File: config.mk
export PLATFORM = sky130hd
export DESIGN_NAME = frame_header_stripper
export DESIGN_NICKNAME = d
export VERILOG_FILES = /design/src/hdl/fhs_pkg.sv /design/src/hdl/fhs_regs.sv /design/src/hdl/fhs_parser.sv /design/src/hdl/fhs_queue.sv /design/src/hdl/frame_header_stripper.sv
export SDC_FILE = /design/constraint.sdc
export NUM_CORES = 1
export LEC_CHECK = 0
export BUFFER_PORTS_ARGS = -buffer_cell sky130_fd_sc_hd__buf_2
export CAP_MARGIN = 10
export CELL_PAD_IN_SITES_DETAIL_PLACEMENT = 1
export CELL_PAD_IN_SITES_GLOBAL_PLACEMENT = 1
export CORE_ASPECT_RATIO = 1.75
export CORE_MARGIN = 2
export CORE_UTILIZATION = 42
export CTS_BUF_LIST = sky130_fd_sc_hd__clkbuf_4 sky130_fd_sc_hd__clkbuf_8 sky130_fd_sc_hd__clkbuf_16
export DETAILED_ROUTE_END_ITERATION = 8
export PLACE_DENSITY = 0.8
export SETUP_SLACK_MARGIN = 0.02
export SLEW_MARGIN = 25
export SYNTH_ARGS = -nofsm -noshare
export SYNTH_HDL_FRONTEND = slang
export SYNTH_SLANG_ARGS = --single-unit
File: constraint.sdc
create_clock -name clock -period 6 [get_ports clock]
set_clock_uncertainty 0.05 [all_clocks]
set_input_delay 0.6 -clock clock [delete_from_list [all_inputs] [get_ports clock]]
set_output_delay 0.6 -clock clock [all_outputs]
set_load 0.02 [all_outputs]
File: src/hdl/fhs_pkg.sv
// Shared types and constants for the frame header stripper.
// Used by every module in hdl/; depends on nothing.
`default_nettype none

package fhs_pkg;

   localparam int MAX_FRAME_BYTES = 65535;
   localparam int POS_W           = 16;
   localparam int LEN_W           = 6;
   localparam int HDR_BYTES_W     = 6;

   // Result queue between parser and output side (power of two)
   localparam int QUEUE_DEPTH = 4;
   localparam int QUEUE_PTR_W = $clog2(QUEUE_DEPTH);

   // Configuration port
   localparam int CSR_ADDR_W = 3;
   localparam int CSR_DATA_W = 32;
   localparam logic REG_WIRELESS_MODE = 1'b0;
   localparam logic REG_HDR_BYTES     = 1'b1;
   localparam logic [HDR_BYTES_W-1:0] HDR_BYTES_RESET = 6'd24;

   // Parse phases
   localparam logic [3:0] PH_LINK    = 4'd0;
   localparam logic [3:0] PH_ETH     = 4'd1;
   localparam logic [3:0] PH_WLAN    = 4'd2;
   localparam logic [3:0] PH_SNAP    = 4'd3;
   localparam logic [3:0] PH_IP      = 4'd4;
   localparam logic [3:0] PH_TCP     = 4'd5;
   localparam logic [3:0] PH_UDP     = 4'd6;
   localparam logic [3:0] PH_PAYLOAD = 4'd7;
   localparam logic [3:0] PH_DROP    = 4'd8;

   // Frame status codes
   localparam logic [3:0] ST_OK          = 4'd0;
   localparam logic [3:0] ST_TRUNCATED   = 4'd1;
   localparam logic [3:0] ST_NOT_DATA    = 4'd2;
   localparam logic [3:0] ST_NO_SNAP     = 4'd3;
   localparam logic [3:0] ST_BAD_OUI     = 4'd4;
   localparam logic [3:0] ST_BAD_TYPE    = 4'd5;
   localparam logic [3:0] ST_BAD_IHL     = 4'd6;
   localparam logic [3:0] ST_BAD_PROTO   = 4'd7;
   localparam logic [3:0] ST_BAD_TCP_OFF = 4'd8;
   localparam logic [3:0] ST_BAD_UDP_LEN = 4'd9;

   // Header field values
   localparam logic [15:0] ETYPE_IPV4   = 16'h0800;
   localparam logic [15:0] ETYPE_VLAN   = 16'h8100;
   localparam logic [7:0]  LLC_SNAP_SAP = 8'hAA;
   localparam logic [7:0]  PROTO_TCP    = 8'h06;
   localparam logic [7:0]  PROTO_UDP    = 8'h11;
   localparam logic [LEN_W-1:0] MIN_HDR_LEN = 6'd20;
   localparam logic [15:0] MIN_UDP_LEN  = 16'd8;

   typedef struct packed {
      logic [7:0] frame_byte;
      logic       frame_end;
   } req_type;

   typedef struct packed {
      logic [7:0] payload_byte;
      logic       has_payload;
      logic       end_of_frame;
      logic [3:0] frame_status;
   } rsp_type;

   typedef struct packed {
      logic                   wireless_mode;
      logic [HDR_BYTES_W-1:0] wireless_header_bytes;
   } cfg_type;

endpackage

`default_nettype wire

File: src/hdl/fhs_regs.sv
// Configuration registers behind the APB-style port.
// Depends on fhs_pkg.
`default_nettype none

module fhs_regs
   import fhs_pkg::*;
(
   input  wire logic                  clock,
   input  wire logic                  reset,
   input  wire logic                  csr_psel,
   input  wire logic                  csr_penable,
   input  wire logic                  csr_pwrite,
   input  wire logic [CSR_ADDR_W-1:0] csr_paddr,
   input  wire logic [CSR_DATA_W-1:0] csr_pwdata,
   output logic      [CSR_DATA_W-1:0] csr_prdata,
   output logic                       csr_pready,
   output cfg_type                    cfg
);

   cfg_type cfg_ff, cfg_in;
   logic    reg_sel;
   logic    wr_en;

   assign reg_sel    = csr_paddr[CSR_ADDR_W-1];
   assign wr_en      = csr_psel && csr_penable && csr_pwrite;
   assign csr_pready = 1'b1;
   assign cfg        = cfg_ff;

   always_comb begin
      cfg_in = cfg_ff;
      if (wr_en) begin
         unique case (reg_sel)
            REG_WIRELESS_MODE: cfg_in.wireless_mode = csr_pwdata[0];
            REG_HDR_BYTES:     cfg_in.wireless_header_bytes = csr_pwdata[HDR_BYTES_W-1:0];
            default:           cfg_in = cfg_ff;
         endcase
      end
   end

   always_comb begin
      unique case (reg_sel)
         REG_WIRELESS_MODE: csr_prdata = {{(CSR_DATA_W-1){1'b0}}, cfg_ff.wireless_mode};
         REG_HDR_BYTES:     csr_prdata = {{(CSR_DATA_W-HDR_BYTES_W){1'b0}},
                                          cfg_ff.wireless_header_bytes};
         default:           csr_prdata = '0;
      endcase
   end

   always_ff @(posedge clock) begin
      if (reset) begin
         cfg_ff.wireless_mode         <= 1'b0;
         cfg_ff.wireless_header_bytes <= HDR_BYTES_RESET;
      end else begin
         cfg_ff <= cfg_in;
      end
   end

endmodule

`default_nettype wire

File: src/hdl/fhs_parser.sv
// Front side: takes frame bytes, walks the link, IPv4 and transport headers,
// and pushes payload bytes and end-of-frame status into the result queue.
// Depends on fhs_pkg.
`default_nettype none

module fhs_parser
   import fhs_pkg::*;
(
   input  wire logic    clock,
   input  wire logic    reset,
   input  wire cfg_type cfg,
   input  wire logic    req_valid,
   output logic         req_ready,
   input  wire req_type req_data,
   input  wire logic    push_ready,
   output logic         push_valid,
   output rsp_type      push_data
);

   logic [3:0]       phase_ff, phase_in, phase_cur;
   logic [POS_W-1:0] pos_ff, pos_in;
   logic [POS_W-1:0] start_ff, start_in;
   logic [LEN_W-1:0] len_ff, len_in;
   logic [15:0]      saved_ff, saved_in;
   logic [7:0]       proto_ff, proto_in;
   logic [23:0]      oui_ff, oui_in;
   logic [3:0]       err_ff, err_in;

   logic             accept;
   logic             emit;
   logic [POS_W-1:0] offset;
   logic [POS_W-1:0] hdr_len;
   logic [15:0]      type_word;
   logic [LEN_W-1:0] len_v;
   logic [7:0]       proto_v;
   logic [23:0]      oui_v;
   logic             bad;
   logic [3:0]       status;
   logic [7:0]       b;

   assign req_ready = push_ready;
   assign accept    = req_valid && req_ready;
   assign b         = req_data.frame_byte;

   always_comb begin
      phase_cur = (phase_ff == PH_LINK) ? (cfg.wireless_mode ? PH_WLAN : PH_ETH) : phase_ff;
      offset    = pos_ff - start_ff;
      hdr_len   = {{(POS_W-HDR_BYTES_W){1'b0}}, cfg.wireless_header_bytes};
      type_word = saved_ff | {8'h00, b};
      emit      = (phase_cur == PH_PAYLOAD);
      len_v     = len_ff;
      proto_v   = proto_ff;
      oui_v     = oui_ff;
      bad       = 1'b0;

      phase_in = phase_cur;
      start_in = start_ff;
      len_in   = len_ff;
      saved_in = saved_ff;
      proto_in = proto_ff;
      oui_in   = oui_ff;
      err_in   = err_ff;
      status   = ST_OK;

      if (phase_cur != PH_PAYLOAD && phase_cur != PH_DROP) begin
         if (pos_ff >= POS_W'(MAX_FRAME_BYTES)) begin
            err_in   = ST_TRUNCATED;
            phase_in = PH_DROP;
         end else begin
            unique case (phase_cur)
               PH_ETH: begin
                  if (offset == 16'd12 || offset == 16'd16) begin
                     saved_in = {b, 8'h00};
                  end else if (offset == 16'd13) begin
                     saved_in = type_word;
                     if (type_word == ETYPE_IPV4) begin
                        phase_in = PH_IP;
                        start_in = pos_ff + 16'd1;
                        len_in   = '0;
                     end else if (type_word != ETYPE_VLAN) begin
                        err_in   = ST_BAD_TYPE;
                        phase_in = PH_DROP;
                     end
                  end else if (offset == 16'd17) begin
                     saved_in = type_word;
                     if (type_word == ETYPE_IPV4) begin
                        phase_in = PH_IP;
                        start_in = pos_ff + 16'd1;
                        len_in   = '0;
                     end else begin
                        err_in   = ST_BAD_TYPE;
                        phase_in = PH_DROP;
                     end
                  end
               end
               PH_WLAN: begin
                  if (pos_ff == '0 && b[3:2] != 2'd2) begin
                     err_in   = ST_NOT_DATA;
                     phase_in = PH_DROP;
                  end else if (pos_ff == hdr_len && b != LLC_SNAP_SAP) begin
                     err_in   = ST_NO_SNAP;
                     phase_in = PH_DROP;
                  end else if (pos_ff == hdr_len + 16'd2) begin
                     // LLC control is one byte for U-format, two otherwise
                     phase_in = PH_SNAP;
                     start_in = (b[1:0] == 2'b11) ? hdr_len + 16'd3 : hdr_len + 16'd4;
                     len_in   = '0;
                  end
               end
               PH_SNAP: begin
                  if (pos_ff >= start_ff) begin
                     if (offset <= 16'd2) begin
                        oui_v  = (offset == '0) ? {16'h0000, b} : {oui_ff[15:0], b};
                        oui_in = oui_v;
                        if (offset == 16'd2 && oui_v != '0) begin
                           err_in   = ST_BAD_OUI;
                           phase_in = PH_DROP;
                        end
                     end else if (offset == 16'd3) begin
                        saved_in = {b, 8'h00};
                     end else if (offset == 16'd4) begin
                        saved_in = type_word;
                        if (type_word == ETYPE_IPV4) begin
                           phase_in = PH_IP;
                           start_in = pos_ff + 16'd1;
                           len_in   = '0;
                        end else begin
                           err_in   = ST_BAD_TYPE;
                           phase_in = PH_DROP;
                        end
                     end
                  end
               end
               PH_IP: begin
                  if (offset == '0) begin
                     len_v  = {b[3:0], 2'b00};
                     len_in = len_v;
                     if (len_v < MIN_HDR_LEN) begin
                        bad      = 1'b1;
                        err_in   = ST_BAD_IHL;
                        phase_in = PH_DROP;
                     end
                  end else if (offset == 16'd9) begin
                     proto_v  = b;
                     proto_in = b;
                     if (b != PROTO_TCP && b != PROTO_UDP) begin
                        bad      = 1'b1;
                        err_in   = ST_BAD_PROTO;
                        phase_in = PH_DROP;
                     end
                  end
                  if (!bad && len_v >= MIN_HDR_LEN &&
                      offset == {{(POS_W-LEN_W){1'b0}}, len_v} - 16'd1) begin
                     phase_in = (proto_v == PROTO_TCP) ? PH_TCP : PH_UDP;
                     start_in = pos_ff + 16'd1;
                     len_in   = '0;
                  end
               end
               PH_TCP: begin
                  if (offset == 16'd12) begin
                     len_v  = {b[7:4], 2'b00};
                     len_in = len_v;
                     if (len_v < MIN_HDR_LEN) begin
                        bad      = 1'b1;
                        err_in   = ST_BAD_TCP_OFF;
                        phase_in = PH_DROP;
                     end
                  end
                  if (!bad && len_v >= MIN_HDR_LEN &&
                      offset == {{(POS_W-LEN_W){1'b0}}, len_v} - 16'd1) begin
                     phase_in = PH_PAYLOAD;
                     start_in = pos_ff + 16'd1;
                     len_in   = '0;
                  end
               end
               PH_UDP: begin
                  if (offset == 16'd4) begin
                     saved_in = {b, 8'h00};
                  end else if (offset == 16'd5) begin
                     saved_in = type_word;
                     if (type_word < MIN_UDP_LEN) begin
                        err_in   = ST_BAD_UDP_LEN;
                        phase_in = PH_DROP;
                     end
                  end else if (offset == 16'd7) begin
                     phase_in = PH_PAYLOAD;
                     start_in = pos_ff + 16'd1;
                     len_in   = '0;
                  end
               end
               default: phase_in = phase_cur;
            endcase
         end
      end

      // Saturate so a long payload never wraps back into header offsets
      pos_in = (pos_ff != '1) ? pos_ff + 16'd1 : pos_ff;

      if (req_data.frame_end) begin
         if (phase_in == PH_DROP) status = err_in;
         else                     status = emit ? ST_OK : ST_TRUNCATED;
         pos_in   = '0;
         phase_in = PH_LINK;
         start_in = '0;
         len_in   = '0;
         err_in   = ST_OK;
      end
   end

   assign push_valid             = accept && (emit || req_data.frame_end);
   assign push_data.payload_byte = emit ? b : 8'h00;
   assign push_data.has_payload  = emit;
   assign push_data.end_of_frame = req_data.frame_end;
   assign push_data.frame_status = status;

   always_ff @(posedge clock) begin
      if (reset) begin
         phase_ff <= PH_LINK;
         pos_ff   <= '0;
         start_ff <= '0;
         len_ff   <= '0;
         saved_ff <= '0;
         proto_ff <= '0;
         oui_ff   <= '0;
         err_ff   <= ST_OK;
      end else if (accept) begin
         phase_ff <= phase_in;
         pos_ff   <= pos_in;
         start_ff <= start_in;
         len_ff   <= len_in;
         saved_ff <= saved_in;
         proto_ff <= proto_in;
         oui_ff   <= oui_in;
         err_ff   <= err_in;
      end
   end

endmodule

`default_nettype wire

File: src/hdl/fhs_queue.sv
// Back side: small register queue of results that drives the rsp channel.
// Depends on fhs_pkg.
`default_nettype none

module fhs_queue
   import fhs_pkg::*;
(
   input  wire logic    clock,
   input  wire logic    reset,
   input  wire logic    push_valid,
   output logic         push_ready,
   input  wire rsp_type push_data,
   output logic         rsp_valid,
   input  wire logic    rsp_ready,
   output rsp_type      rsp_data
);

   rsp_type                slots_ff [QUEUE_DEPTH];
   logic [QUEUE_PTR_W-1:0] wr_ptr_ff, wr_ptr_in;
   logic [QUEUE_PTR_W-1:0] rd_ptr_ff, rd_ptr_in;
   logic [QUEUE_PTR_W:0]   count_ff, count_in;
   logic                   do_push;
   logic                   do_pop;

   assign push_ready = (count_ff != (QUEUE_PTR_W+1)'(QUEUE_DEPTH));
   assign rsp_valid  = (count_ff != '0);
   assign rsp_data   = slots_ff[rd_ptr_ff];
   assign do_push    = push_valid && push_ready;
   assign do_pop     = rsp_valid && rsp_ready;

   always_comb begin
      wr_ptr_in = do_push ? wr_ptr_ff + 1'b1 : wr_ptr_ff;
      rd_ptr_in = do_pop  ? rd_ptr_ff + 1'b1 : rd_ptr_ff;
      count_in  = count_ff;
      if (do_push && !do_pop) count_in = count_ff + 1'b1;
      if (do_pop && !do_push) count_in = count_ff - 1'b1;
   end

   always_ff @(posedge clock) begin
      if (do_push) slots_ff[wr_ptr_ff] <= push_data;
   end

   always_ff @(posedge clock) begin
      if (reset) begin
         wr_ptr_ff <= '0;
         rd_ptr_ff <= '0;
         count_ff  <= '0;
      end else begin
         wr_ptr_ff <= wr_ptr_in;
         rd_ptr_ff <= rd_ptr_in;
         count_ff  <= count_in;
      end
   end

endmodule

`default_nettype wire

File: src/hdl/frame_header_stripper.sv
// Frame header stripper: one frame byte per cycle in, payload bytes and
// end-of-frame status out. Each result is registered in the result queue
// and shows on rsp from there. Throughput: one byte per cycle; the parser
// stalls only when its 4-entry result queue is full.
// Reset (synchronous, active high): parser back to the link header, queue
// empty, wireless_mode 0, wireless_header_bytes 24.
`default_nettype none

module frame_header_stripper
   import fhs_pkg::*;
(
   input  wire logic                  clock,
   input  wire logic                  reset,
   input  wire logic                  req_valid,
   output logic                       req_ready,
   input  wire req_type               req_data,
   output logic                       rsp_valid,
   input  wire logic                  rsp_ready,
   output rsp_type                    rsp_data,
   input  wire logic                  csr_psel,
   input  wire logic                  csr_penable,
   input  wire logic                  csr_pwrite,
   input  wire logic [CSR_ADDR_W-1:0] csr_paddr,
   input  wire logic [CSR_DATA_W-1:0] csr_pwdata,
   output logic      [CSR_DATA_W-1:0] csr_prdata,
   output logic                       csr_pready
);

   cfg_type cfg;
   logic    push_valid;
   logic    push_ready;
   rsp_type push_data;

   fhs_regs u_regs (
      .clock       (clock),
      .reset       (reset),
      .csr_psel    (csr_psel),
      .csr_penable (csr_penable),
      .csr_pwrite  (csr_pwrite),
      .csr_paddr   (csr_paddr),
      .csr_pwdata  (csr_pwdata),
      .csr_prdata  (csr_prdata),
      .csr_pready  (csr_pready),
      .cfg         (cfg)
   );

   fhs_parser u_parser (
      .clock      (clock),
      .reset      (reset),
      .cfg        (cfg),
      .req_valid  (req_valid),
      .req_ready  (req_ready),
      .req_data   (req_data),
      .push_ready (push_ready),
      .push_valid (push_valid),
      .push_data  (push_data)
   );

   fhs_queue u_queue (
      .clock      (clock),
      .reset      (reset),
      .push_valid (push_valid),
      .push_ready (push_ready),
      .push_data  (push_data),
      .rsp_valid  (rsp_valid),
      .rsp_ready  (rsp_ready),
      .rsp_data   (rsp_data)
   );

   // Every transaction carries a payload byte or closes a frame
   a_no_empty_result: assert property (@(posedge clock) disable iff (reset)
      rsp_valid |-> (rsp_data.has_payload || rsp_data.end_of_frame))
      else $error("result with neither payload nor end of frame");

   a_status_only_at_end: assert property (@(posedge clock) disable iff (reset)
      (rsp_valid && !rsp_data.end_of_frame) |-> (rsp_data.frame_status == ST_OK))
      else $error("status reported before end of frame");

   a_ok_means_payload: assert property (@(posedge clock) disable iff (reset)
      (rsp_valid && rsp_data.end_of_frame && rsp_data.frame_status == ST_OK)
         |-> rsp_data.has_payload)
      else $error("ok status on a final byte that is not payload");

   // The front stalls only when results are backed up
   a_stall_needs_backlog: assert property (@(posedge clock) disable iff (reset)
      !req_ready |-> rsp_valid)
      else $error("input stalled with empty result queue");

endmodule

`default_nettype wire
# Word level (Yosys, flattened, before mapping)
# Memory sizes are Yosys's and may differ from the RTL's. A register that Yosys moved wholly into a read port is not among the register bits.
# Index checks and enable logic that the tools add are counted.
[totals] regBits=100 mem_bits_rw=56 inputBits=51 mem_count=1
[memory_table] name="u_queue.slots_ff" words=4 width=14 read_ports=1 rd_ports_with_merged_regs=1 wr=1 line_no="fhs_queue.sv:18" text="rsp_type slots_ff [QUEUE_DEPTH];"
[op_classes] add_sub_neg=11 n_lt_le_gt_ge=8 n_eq_ne=54 n_mux=149 bitwise_logic=3 n_reduce_logical=41
[op_table] cell="2-to-1 mux 16 bit" n=31
[op_table] cell="2-to-1 mux 4 bit" n=57
[op_table] cell="2-to-1 mux 6 bit" n=27
[op_table] cell="one-hot mux 16 bit (6 select lines)" n=1
[op_table] cell="one-hot mux 32 bit (2 select lines)" n=1
[op_table] cell="== test 16 bit" n=3
[op_table] cell="== test 16 x 3 -> 1 bit (second input constant)" n=3
[op_table] cell="== test 16 x 4 -> 1 bit (second input constant)" n=3
[op_table] cell="2-to-1 mux 8 bit" n=6
[op_table] cell="one-hot mux 16 bit (3 select lines)" n=1
[op_table] cell="one-hot mux 4 bit (6 select lines)" n=2
[op_table] cell="one-hot mux 6 bit (6 select lines)" n=1
[op_table] cell="== test 16 x 2 -> 1 bit (second input constant)" n=2
[op_table] cell="== test 16 x 5 -> 1 bit (second input constant)" n=2
[op_table] cell="logical NOT 16 bit" n=2
[op_table] cell="!= test 16 bit (second input constant)" n=2
[op_table] cell="2-to-1 mux 24 bit" n=1
[op_table] cell="!= test 3 bit (second input constant)" n=8
[op_table] cell="nonzero test 24 bit" n=1
[op_table] cell="!= test 3 x 2 -> 1 bit (second input constant)" n=6
[op_table] cell="AND reduction 18 bit" n=1
[op_table] cell="logical AND 1 bit" n=17
[op_table] cell="adder 16 x 1 -> 16 bit (second input constant)" n=1
[op_table] cell="== test 16 x 12 -> 1 bit (second input constant)" n=1
[op_table] cell="46 further kinds" n=86

# Longest topological paths before layout
[depth] depth_word=18 depth_mapped=23 depth_no_buf=19

# Modules after synthesis
# Synthesis repeated with hierarchy kept, for this count alone.
[hier_totals] cells_unflattened=1182 area_unflattened_um2=10512.6
[by_module_without_submodules] mod="fhs_parser" n_inst=1 cells_per_inst=991 area_each_um2=7414.6 seq_area_each_um2=1721.7
[by_module_without_submodules] mod="fhs_queue" n_inst=1 cells_per_inst=125 area_each_um2=2524.9 seq_area_each_um2=1861.8
[by_module_without_submodules] mod="fhs_regs" n_inst=1 cells_per_inst=66 area_each_um2=573.0 seq_area_each_um2=140.1

# Worst setup path before layout
# No wires, ideal clock.
[synth_path] path_kind="reg2reg" startpoint="register u_parser.pos_ff[0]" endpoint="register u_parser.start_ff[10]" setup_ns=0.117 arrival_time_ns=5.468 required_ns=5.833 setup_slack_ns=0.366 stages_incl_launch_ff=23 n_path_buf=3 period_less_slack_ns=5.634 path_cell_list="dfxtp_1 -> inv_1 -> ha_1 -> fa_1 -> nand2b_1 -> a21o_1 -> buf_6 -> a311o_1 -> a221o_1 -> a2111o_1 -> nor3_1 -> clkbuf_1 -> nand2_1 -> nand2_1 -> ha_1 -> xor2_1 -> nor3_1 -> o211ai_1 -> or3_1 -> o31ai_4 -> o221ai_4 -> buf_6 -> a22o_1"
[synth_via] elab_chain_len=12 elab_cells_between_ends=83
[synth_lines] element="from (decl)" line_no="fhs_parser.sv:21" text="logic [POS_W-1:0] pos_ff, pos_in;"
[synth_lines] element="from (signal assigned)" line_no="fhs_parser.sv:228" text="pos_ff <= pos_in;"
[synth_lines] element="parallel branches: the longest is 12 deep, another holds subtractor 16 bit"
[synth_lines] element="to (signal assigned)" line_no="fhs_parser.sv:229" text="start_ff <= start_in;"
[synth_lines] element="to (decl)" line_no="fhs_parser.sv:22" text="logic [POS_W-1:0] start_ff, start_in;"
# Several ways; the timed one is not identified. The select of a mux whose other input is x is not followed.
# A chain may end at the register's enable or synchronous reset.

# Worst setup path after layout
[layout_path] startpoint="register u_parser.pos_ff[0]" endpoint="register u_parser.start_ff[8]"
# Same word-level chain as after synthesis.

==> impl_metrics.toml <==
[sta]
final-hold-violation-count = 0
fmax_mhz = 174
rsz0062_at_grt = "no"
finalCritPeriodShare_pct = 95.6
post-route-min-period_ns = 5.73
setup_viol = 0
layout_setup_ws_ns = 0.265
slew_violations = 0
setup_tns_ns = 0
max_slew_margin_pct = 40.3
worstMarginPinSlew_ns = 0.889

[worst_setup_path]
slowest_stage = "or4_1"
crit_chain = "inv_1 > ha_1 > fa_1 > nand2b_1 > a21o_1 > a311o_1 > a221o_1 > a2111o_1 > or4_1 > nand2_1 > ha_1 > nand2_1 > mux2i_1 > or3_1 > nand3_2 > a21oi_1 > buf_4 > nor3_2 > buf_4 > a32o_1"
cp.required_ns = 6.31
cp-end-kind = "flop"
r2r-start = "u_parser.pos_ff[0]"
reg2regPathDepth = 20
reg2reg_to = "u_parser.start_ff[8]"
crit_type = "flop to flop"
regToRegSetupSlack_ns = 0.27
cp-start-kind = "flop"
crit_arrival_ns = 6.04
crit_family = "compound AO/OA/AOI/OAI gates"
critical_path_buf_inv_count = 3
crit_path_max_fanout = 7
max_stage_delay_ns = 0.60

[outcome]
status = "finished clean"

[global_routing]
grt_use_total_pct = 30.3
antenna_found_initial = 0
grt_pass1_vias = 10400
grt-ovfl-total = 0
grt_first_pass_wirelength_um = 59200
grt_start_max_net_pins = 72

[clock_tree]
cts_buffers = 17
cts_tree = "yes"
cts_sinks = 158
cts.clk_slew.worst_paths_ns = 0.07
htree_levels = 4
clk_latency_ns = 0.46
clockRootBuffer = "clkbuf_16"
clk_path_buf_depth = 2

[synthesis]
yosys_register_bits = 158
synth-xor-area-share_pct = 4.99
synth_cell_types = 85
synth_edf_count = 56
async_flop_share_pct = 0
synthMuxAreaShare_pct = 6.88
synth_top_family_by_area = "simple AND/OR/NAND/NOR gates"
synth_warnings = 0
synth_area_per_cell_um2 = 8.61
syn_area_um2 = 10500
synth_top_flop_cell = "dfxtp_1"
synthSimpleGateAreaFrac_pct = 23.5
synth_seq_area_share_pct = 35.6
synthCells = 1215
synth_compound_area_share_pct = 18.5
synth_adder_area_share_pct = 3.97

[finish]
final_cell_mix = "nor2_1 (128), nand2_1 (104), dfxtp_1 (101)"
layout_commonest_cell = "nor2_1"
final_util_pct = 47.2
antenna_cells = 0
drive_gt1_share_pct = 13.6
fin_nets = 1331
area_growth_pct = 10.7

[hold_path]
hold_path_class = "primary input to flop"
min-delay-start = "csr_pwdata[5]"
holdPathStages = 3
hold_path_end = "u_regs.cfg[5]"

[pwr]
totalPowerFinal_uw = 2810
total_leakage_power_uw = 0.00445
ir_drop_mv = 0.167
power_density_nw_per_um2 = 242

[route]
drtAntennaViolNets = 0
wire_per_inst_um = 24.5
routed_wl_um = 38500
first_pass_iters = 5
drt_iter0_drc = 529
vias_per_cell = 6.20
vias = 9748
drc = 0

[floorplan]
die_x_um = 123
start_util_pct = 42.6
dieArea_um2 = 26200
boundaryPins = 100
row_count = 76
core_um2 = 24500
fp.dieH_um = 213

[job]
maxCapViolations = 0

[placement]
port_buffers = 44
hpwl_um = 29200
dp_slack_ns = 0.314
finalWeightedCongestion = 0.963
-- cells in the mapped netlist (6+ instances only) --
cell type	instances	area share (%)
nor3_1	35	1.7
mux2i_1	31	3.0
or3_1	22	1.3
nand2b_1	10	0.60
nor4_1	20	1.2
nand4_1	10	0.60
ha_1	30	3.6
nand3b_1	10	0.72
nor2_1	128	4.6
xor2_1	30	2.5
o2111ai_1	7	0.59
and2_1	25	1.5
edfxtp_1	56	16
o22ai_1	6	0.36
o31ai_1	8	0.57
a22o_1	15	1.3
o211ai_1	12	0.86
or2_2	11	0.66
xnor2_1	27	2.3
nand3_1	45	2.2
and3_1	12	0.72
a31oi_1	15	0.90
a21oi_1	92	4.4
clkbuf_1	60	2.2
a21o_1	9	0.65
or4_1	9	0.65
o21a_1	7	0.50
a211oi_1	9	0.65
buf_4	28	2.0
nand2_1	104	3.7
inv_1	42	1.5
dfxtp_1	102	20
o21ai_0	52	2.5
mux4_2	14	3.0
nor2b_1	10	0.60
-- per-layer routing --
| metal | up-vias | global-route usage, % | wire, um |
|---|---|---|---|
| met4 | 0 | 28.1 | 4060 |
| li1 | 4462 | - | - |
| met5 | - | 0 | 0 |
| met1 | 4752 | 27.5 | 12500 |
| met2 | 342 | 55.7 | 20400 |
| met3 | 192 | 4.73 | 1440 |
-- cell type report --
cell class                      count  area, um2
Multi-Input combinational cell    940       6170
Tap cell                          312        390
Sequential cell                   158       3720
Fill cell                        2974      12900
Inverter                           42        158
Clock buffer                       17        425
Clock inverter                     15        146
Timing Repair Buffer               89        571
-- metrics by stage --
step | cells | instance area (um2) | hold slack (ns)
finish | 1573 | 11600 | 0.316
global route | 1573 | 11600 | 0.323
CTS | 1571 | 11600 | 0.300
detailed placement | 1539 | 11000 | 0.396
global placement | 1539 | 11000 | 0.390
floorplan | 1240 | 10600 | 0.375
-- cell families after synthesis --
group / count (synthesis)
DFF: 158
xor gates and xnor gates: 58
and+or+nand+nor: 480
other: 2
muxes: 52
buffers and inverters: 142
adders and majority gates: 32
AOI/OAI and AO/OA: 291
-- worst max path at each step --
| stage | depth (start not counted) | to | from | slack (ns) |
|---|---|---|---|---|
| final | 20 | u_parser.start_ff[8] | u_parser.pos_ff[0] | 0.27 |
| after global routing | 19 | u_queue.slots_ff[2][3] | u_parser.pos_ff[0] | 0.04 |
| after CTS | 19 | u_parser.start_ff[15] | u_parser.pos_ff[0] | 0.23 |
| after detailed placement | 19 | u_parser.start_ff[15] | u_parser.pos_ff[0] | 0.31 |
| after global placement | 19 | u_parser.start_ff[15] | u_parser.pos_ff[0] | 0.49 |
| after floorplan | 22 | u_parser.start_ff[10] | u_parser.pos_ff[0] | 0.37 |
-- state kept, by name, indices dropped and copies added, names as in the netlist, named ones only --
signal / flops
u_parser.saved_ff: 16
u_parser.phase_ff: 4
u_parser.len_ff: 6
u_parser.err_ff: 4
u_queue.wr_ptr_ff: 2
u_parser.pos_ff: 16
u_parser.start_ff: 16
u_regs.cfg: 7
u_parser.proto_ff: 8
u_queue.count_ff: 3
u_queue.rd_ptr_ff: 2
u_queue.slots_ff: 56
u_parser.oui_ff: 16
-- worst reg2reg max path, delay by kind of cell, from the launching register on --
family	cells	cell delay (ns)
AO/OA/AOI/OAI	6	2.26
multiplexers	1	0.22
AND/OR/NAND/NOR	7	1.31
buffers and inverters	3	0.53
flip-flops	1	0.34
adder cells (fa/ha/maj)	3	0.92
-- power breakdown --
part | internal (uW) | switching, uW
logic | 204 | 338
clock network | 551 | 522
registers | 1140 | 55.7
-- timing repair --
item,in CTS,in global routing
hold buffers,0,0
buffers inserted,0,2
resized for setup,0,1
endpoints found under the setup margin,0,21
(Power assumes the default switching activity.)
